[src/sv/skinf_pkg.sv]
`timescale 1ns / 1ps
// Package for the skin influence table: transaction types, op codes,
// controller states and the command/status bundles. No dependencies.
package skinf_pkg;

	localparam int VID_W     = 12;
	localparam int IN_JNT_W  = 8;
	localparam int IN_WGT_W  = 16;
	localparam int WEIGHT_W  = 20;
	localparam int FRAC_W    = 16;
	localparam int Q_BITS    = 17;              // normalised weight is at most 65536
	localparam int BITCNT_W  = 5;
	localparam int NUM_W     = WEIGHT_W + FRAC_W + 1;
	localparam int SHOWN     = 4;

	localparam logic [1:0] OP_ADD   = 2'd0;
	localparam logic [1:0] OP_NORM  = 2'd1;
	localparam logic [1:0] OP_CLEAR = 2'd2;

	localparam logic [WEIGHT_W-1:0] WEIGHT_MAX = {WEIGHT_W{1'b1}};
	localparam logic [31:0]         COUNT_MAX  = 32'hFFFF_FFFF;

	typedef struct packed {
		logic [1:0]          op;
		logic [VID_W-1:0]    vertex_id;
		logic [IN_JNT_W-1:0] joint;
		logic [IN_WGT_W-1:0] weight;
	} item_t;

	typedef struct packed {
		logic                evicted_or_dropped;
		logic                bad_total;
		logic [31:0]         discard_total;
		logic [7:0]          joint_a;
		logic [7:0]          joint_b;
		logic [7:0]          joint_c;
		logic [7:0]          joint_d;
		logic [WEIGHT_W-1:0] weight_a;
		logic [WEIGHT_W-1:0] weight_b;
		logic [WEIGHT_W-1:0] weight_c;
		logic [WEIGHT_W-1:0] weight_d;
	} result_t;

	typedef enum logic [2:0] {
		ST_CLEAR,
		ST_IDLE,
		ST_LOAD,
		ST_SUM,
		ST_PREP,
		ST_DIV,
		ST_WB
	} state_t;

	typedef struct packed {
		logic clr_write;
		logic accept;
		logic exec;
		logic norm_load;
		logic sum_step;
		logic div_init;
		logic div_step;
		logic div_store;
		logic norm_write;
		logic bad_emit;
	} cmd_t;

	typedef struct packed {
		logic clear_last;
		logic is_norm;
		logic slot_last;
		logic total_zero;
		logic div_last;
	} sts_t;

endpackage

[src/sv/skinf_ctrl.sv]
`timescale 1ns / 1ps
// Controller for the skin influence table: sequences the clearing pass,
// table read-modify-write and the normalise loop. Depends on skinf_pkg.
module skinf_ctrl
	import skinf_pkg::*;
(
	input  logic clk,
	input  logic arst_n,
	input  logic start,
	input  sts_t sts,
	output cmd_t cmd,
	output logic busy
);

	state_t state_q, state_d;

	always_ff @(posedge clk or negedge arst_n) begin
		if (!arst_n) begin
			state_q <= ST_CLEAR;
		end else begin
			state_q <= state_d;
		end
	end

	always_comb begin
		state_d = state_q;
		cmd     = '0;
		busy    = 1'b1;
		case (state_q)
			ST_CLEAR: begin
				cmd.clr_write = 1'b1;
				if (sts.clear_last) begin
					state_d = ST_IDLE;
				end
			end
			ST_IDLE: begin
				busy = 1'b0;
				if (start) begin
					cmd.accept = 1'b1;
					state_d    = ST_LOAD;
				end
			end
			ST_LOAD: begin
				if (sts.is_norm) begin
					cmd.norm_load = 1'b1;
					state_d       = ST_SUM;
				end else begin
					cmd.exec = 1'b1;
					state_d  = ST_IDLE;
				end
			end
			ST_SUM: begin
				cmd.sum_step = 1'b1;
				if (sts.slot_last) begin
					state_d = ST_PREP;
				end
			end
			ST_PREP: begin
				if (sts.total_zero) begin
					cmd.bad_emit = 1'b1;
					state_d      = ST_IDLE;
				end else begin
					cmd.div_init = 1'b1;
					state_d      = ST_DIV;
				end
			end
			ST_DIV: begin
				cmd.div_step = 1'b1;
				if (sts.div_last) begin
					cmd.div_store = 1'b1;
					state_d       = sts.slot_last ? ST_WB : ST_PREP;
				end
			end
			ST_WB: begin
				cmd.norm_write = 1'b1;
				state_d        = ST_IDLE;
			end
			default: begin
				state_d = ST_IDLE;
			end
		endcase
	end

endmodule

[config.mk]
export PLATFORM = sky130hd
export DESIGN_NAME = skinf_ctrl
export DESIGN_NICKNAME = d
export VERILOG_FILES = /design/src/sv/skinf_pkg.sv /design/src/sv/skinf_ctrl.sv
export SDC_FILE = /design/constraint.sdc
export NUM_CORES = 1
export LEC_CHECK = 0
export BUFFER_PORTS_ARGS = -buffer_cell sky130_fd_sc_hd__buf_2
export CAP_MARGIN = 20
export CORE_AREA = 2 2 39 41
export DETAILED_ROUTE_END_ITERATION = 7
export DIE_AREA = 0 0 41 43
export SLEW_MARGIN = 25
export SYNTH_ARGS = -nofsm -noshare
export SYNTH_HDL_FRONTEND = slang
export SYNTH_SLANG_ARGS = --single-unit
[constraint.sdc]
create_clock -name clk -period 1.1 [get_ports clk]
set_input_delay 0.165 -clock clk [delete_from_list [all_inputs] [get_ports clk]]
set_output_delay 0.165 -clock clk [all_outputs]
set_load 0.01 [all_outputs]
; ---- Yosys cells after proc, flatten, opt, wreduce, memory -nomap -nowiden
; Index checks and enable logic that the tools add are counted.
[totals]
regBits = 3
latch_bits = 0
ram_bits = 0
rom_bits = 0
output_inout_bits = 11
elab_cells = 36
memories = 0
[classes]
n_addsub = 0
multipliers = 0
div = 0
magnitude_cmp = 0
n_eq_ne = 10
shifts = 0
mux = 23
bitwise_logic = 0
reduce_logical = 2
[ops]
columns = cell, n
row1 = 3-bit case mux with 6 select lines, 1
row2 = 3-bit two-way mux, 5
row3 = 1-bit two-way mux, 13
row4 = "3-bit == test, second input constant", 3
row5 = 2-bit two-way mux, 4
row6 = "2-bit != test, second input constant", 4
row7 = "3-bit by 2-bit == test with 1-bit output, second input constant", 2
row8 = 4-bit AND reduction, 1
row9 = "3-bit by 1-bit == test with 1-bit output, second input constant", 1
row10 = 3-bit logical NOT, 1

; ---- Depth between registers and ports, before layout
[depth]
ltp_word = 3
depth_mapped = 4
mapped_depth_nobuf = 3

; ---- Least setup slack after synthesis
; No wires, ideal clock.
[synth_timing]
path_type = register -> output
startpoint = register state_q[0]
endpoint = output port cmd[7] (netlist name)
t_arrival_ns = 0.987
t_required_ns = 0.935
setup_slack_ns = -0.052
stages_incl_launch_ff = 3
path_buffers = 1
cell_sequence = dfrtp_1 > buf_2 > nor4b_1
[synth_lines]
columns = element, line_no
row1 = from (decl), skinf_ctrl.sv:15  ; state_t state_q, state_d;
row2 = from (signal assigned), skinf_ctrl.sv:21  ; state_q <= state_d;
row3 = to (decl), skinf_ctrl.sv:11  ; output cmd_t cmd,

==> run_results.csv <==
group,metric,value,unit
status,run_status,"complete, but fails checks",
status,violations,"negative setup slack",
drt,wire_per_inst,11.69,um
clocking,clock_sinks,3,
hold_path,min-delay-start,"sts[4]",
pwr,total_power,1.642,mW
timing,fmax,737.1,MHz
timing,whs,0.1589,ns
setup_path,rr_worst_depth,5,
yosys,syn_area,289.0,um2
clocking,htree_num_levels,1,
timing,setup_violations,13,
clocking,root_buffer,"clkbuf_4",
yosys,synth.distinct_cells,21,
final_layout,top_register,"state_q",
setup_path,critPathRequiredTime,0.94,ns
timing,rsz0062_at_grt,"yes",
grt,grt_overflow,0,
grt,grt_use_total,12.22,%
hold_path,min_to,"state_q[0]$_DFFE_PN0P_",
pwr,p_leak,0.3068,nW
clocking,cts_tree,"done",
grt,grt_max_degree,8,
final_layout,nFillCells,144,
final_layout,reg_top3,"state_q x3",
drt,num_vias,365,
floorplanning,core_area,1384,um2
clocking,clkTransAtPathRegs,0.04,ns
floorplanning,rows,14,
timing,fin_crit_sh,123.3,%
placed_design,post-dp-hpwl,623.2,um
floorplanning,dieWidth,41,um
final_layout,final_area,600.6,um2
final_layout,fin_nets,78,
setup_path,worst-r2r-setup-slack,-0.20,ns
yosys,yosysWarnings,0,
timing,setup_ws,-0.2566,ns
timing,hold_violations,0,
drt,drc_errors,0,
placed_design,dp_cells,72,
floorplanning,die_height,43,um
yosys,syn_area_per_cell,8.501,um2
yosys,ys_seq_area_share,25.97,%
setup_path,worstPathMaxFanout,5,
setup_path,startpoint_type,"flop",
yosys,synth_nets,42,
placed_design,portBuffers,18,
final_layout,largest_reg_flops,3,
hold_path,hold_class,"in2reg",
pwr,powerDensity,2734,nW/um2
drt,firstDrtPassIters,2,
hold_path,holdPathStages,3,
setup_path,worstSetupEndpointType,"output pin",
run,cap_violations,0,
timing,relSlewSlack,87.83,%
setup_path,r2r-end,"state_q[1]$_DFFE_PN0P_",
drt,drtIter0Drc,5,
clocking,clk_latency,0.24,ns
yosys,synth_cells,34,
timing,worstMarginPinSlew,0.1821,ns
setup_path,path_class,"reg2out",
placed_design,place.gp.congestion,0.6710,
timing,fin_skew,0.004234,ns
floorplanning,dieArea,1763,um2
grt,grt_pass1_vias,359,
grt,grt_pass1_wl,1455,um
final_layout,n_antenna_cell,0,
drt,wl,994,um
floorplanning,io_pins,19,
grt,antenna_found_initial,0,
yosys,ys_seq_elements,3,
floorplanning,initial_core_util,20.89,%
clocking,numCtsBuffers,3,
drt,viasPerCell,4.294,
placed_design,dpl-instance-area,442.9,um2
final_layout,finalNonFillerCells,85,
final_layout,layout-drive-gt1-share,73.91,%
setup_path,cp.arrival,1.19,ns
timing,period_needed,1.357,ns
clocking,clock_path_buffers,2,
drt,ant_nets,0,
timing,report.final.slew_viol_count,0,
final_layout,area_growth,107.8,%
pwr,irDropWorstVdd,0.7461,mV
setup_path,reg2reg_from,"state_q[0]$_DFFE_PN0P_",
[placed cells by master (no fill, tap or decap), types with 2 or more instances in the layout]
cell type | synthesis | routed
inv_1 | 3 | 3
buf_2 | 1 | 16
nand2b_4 | 1 | 2
clkbuf_4 | 0 | 3
buf_6 | 2 | 7
nor2_1 | 4 | 3
buf_4 | 0 | 10
nand2_1 | 2 | 2
nor3_2 | 0 | 3
dfrtp_2 | 0 | 3
nand2b_1 | 2 | 2
[critical path: stages, from the launching register on]
cell and delay, ns:
dfrtp_2 0.45, buf_6 0.14, nor2b_4 0.11, and2_4 0.15, buf_6 0.09
[where the power goes]
part	internal [mW]	leakage [nW]	total [mW]	switching, mW
sequential	0.172	0.0327	0.282	0.110
combinational	0.686	0.259	1.15	0.469
clock	0.137	0.0150	0.205	0.0682
[metrics by stage]
step | util [%] | setup TNS, ns | setup WS, ns
after floorplan | - | 0 | 0.008229
after global placement | 32.01 | -0.3012 | -0.08427
after detailed placement | 32.01 | -0.3501 | -0.08052
after CTS | 42.31 | -2.637 | -0.2542
after global routing | 43.40 | -3.394 | -0.2985
final | 43.40 | -2.648 | -0.2566
[area by class of cell]
| type | instances | area (um2) | area share (%) |
|---|---|---|---|
| multi-input cells | 25 | 220.2 | 36.67 |
| repair buffers | 34 | 244.0 | 40.63 |
| flip-flops and latches | 3 | 78.83 | 13.12 |
| inverters | 3 | 11.26 | 1.875 |
| well taps | 16 | 20.02 | 3.333 |
| clock buffers | 4 | 26.28 | 4.375 |
[cell usage after synthesis]
master / instances / area [um2]
nor2_1: 4 / 15.01
nand2_1: 2 / 7.510
buf_2: 1 / 5.000
nor4b_1: 1 / 8.760
dfrtp_1: 3 / 75.07
nand2b_1: 2 / 12.51
nor2b_1: 1 / 6.260
and3_1: 1 / 6.260
nor2b_4: 1 / 13.76
buf_6: 2 / 22.52
a21oi_2: 1 / 8.760
o22ai_1: 1 / 6.260
a221oi_2: 1 / 15.01
nand2b_4: 1 / 13.76
a21oi_1: 2 / 10.01
nor3_1: 3 / 15.01
and2_4: 1 / 8.760
a221o_1: 1 / 10.01
and4_1: 1 / 8.760
inv_1: 3 / 11.26
nand2b_2: 1 / 8.760
[per-layer routing]
metal | vias to the layer above | wire (um) | global-route usage [%] | part of all wire, %
li1 | 185 | - | - | -
met1 | 164 | 386 | 12.78 | 39
met2 | 14 | 542 | 21.56 | 55
met3 | 2 | 54 | 3.665 | 5.4
met4 | 0 | 9 | 4.000 | 0.91
met5 | - | 0 | 0 | 0
[logic make-up (layout without fill, tap and decap cells)]
group | after synthesis | count (layout) | synth area share [%]
AND/OR/NAND/NOR | 19 | 19 | 43.29
buffers and inverters | 6 | 41 | 13.42
AO/OA/AOI/OAI | 6 | 6 | 17.32
flip-flops | 3 | 3 | 25.97
[worst max path at each step]
stage / slack [ns] / startpoint / cells after the start / end
floorplan: 0.008 / state_q[0]$_DFFE_PN0P_ / 4 / state_q[1]$_DFFE_PN0P_
global placement: -0.08 / state_q[2]$_DFFE_PN0P_ / 4 / cmd[5]
detailed placement: -0.08 / state_q[2]$_DFFE_PN0P_ / 4 / cmd[5]
CTS: -0.25 / state_q[2]$_DFFE_PN0P_ / 4 / cmd[8]
global route: -0.30 / state_q[2]$_DFFE_PN0P_ / 4 / cmd[5]
finish: -0.26 / state_q[2]$_DFFE_PN0P_ / 4 / cmd[5]
[timing repair]
action | in CTS | in global routing
endpoints found under the hold margin | 3 | 0
endpoints found under the setup margin | 14 | 14
pin swaps | 4 | 3
buffers inserted | 8 | 0
resized for setup | 13 | 3
hold buffers | 1 | 0
(Power assumes the default switching activity.)
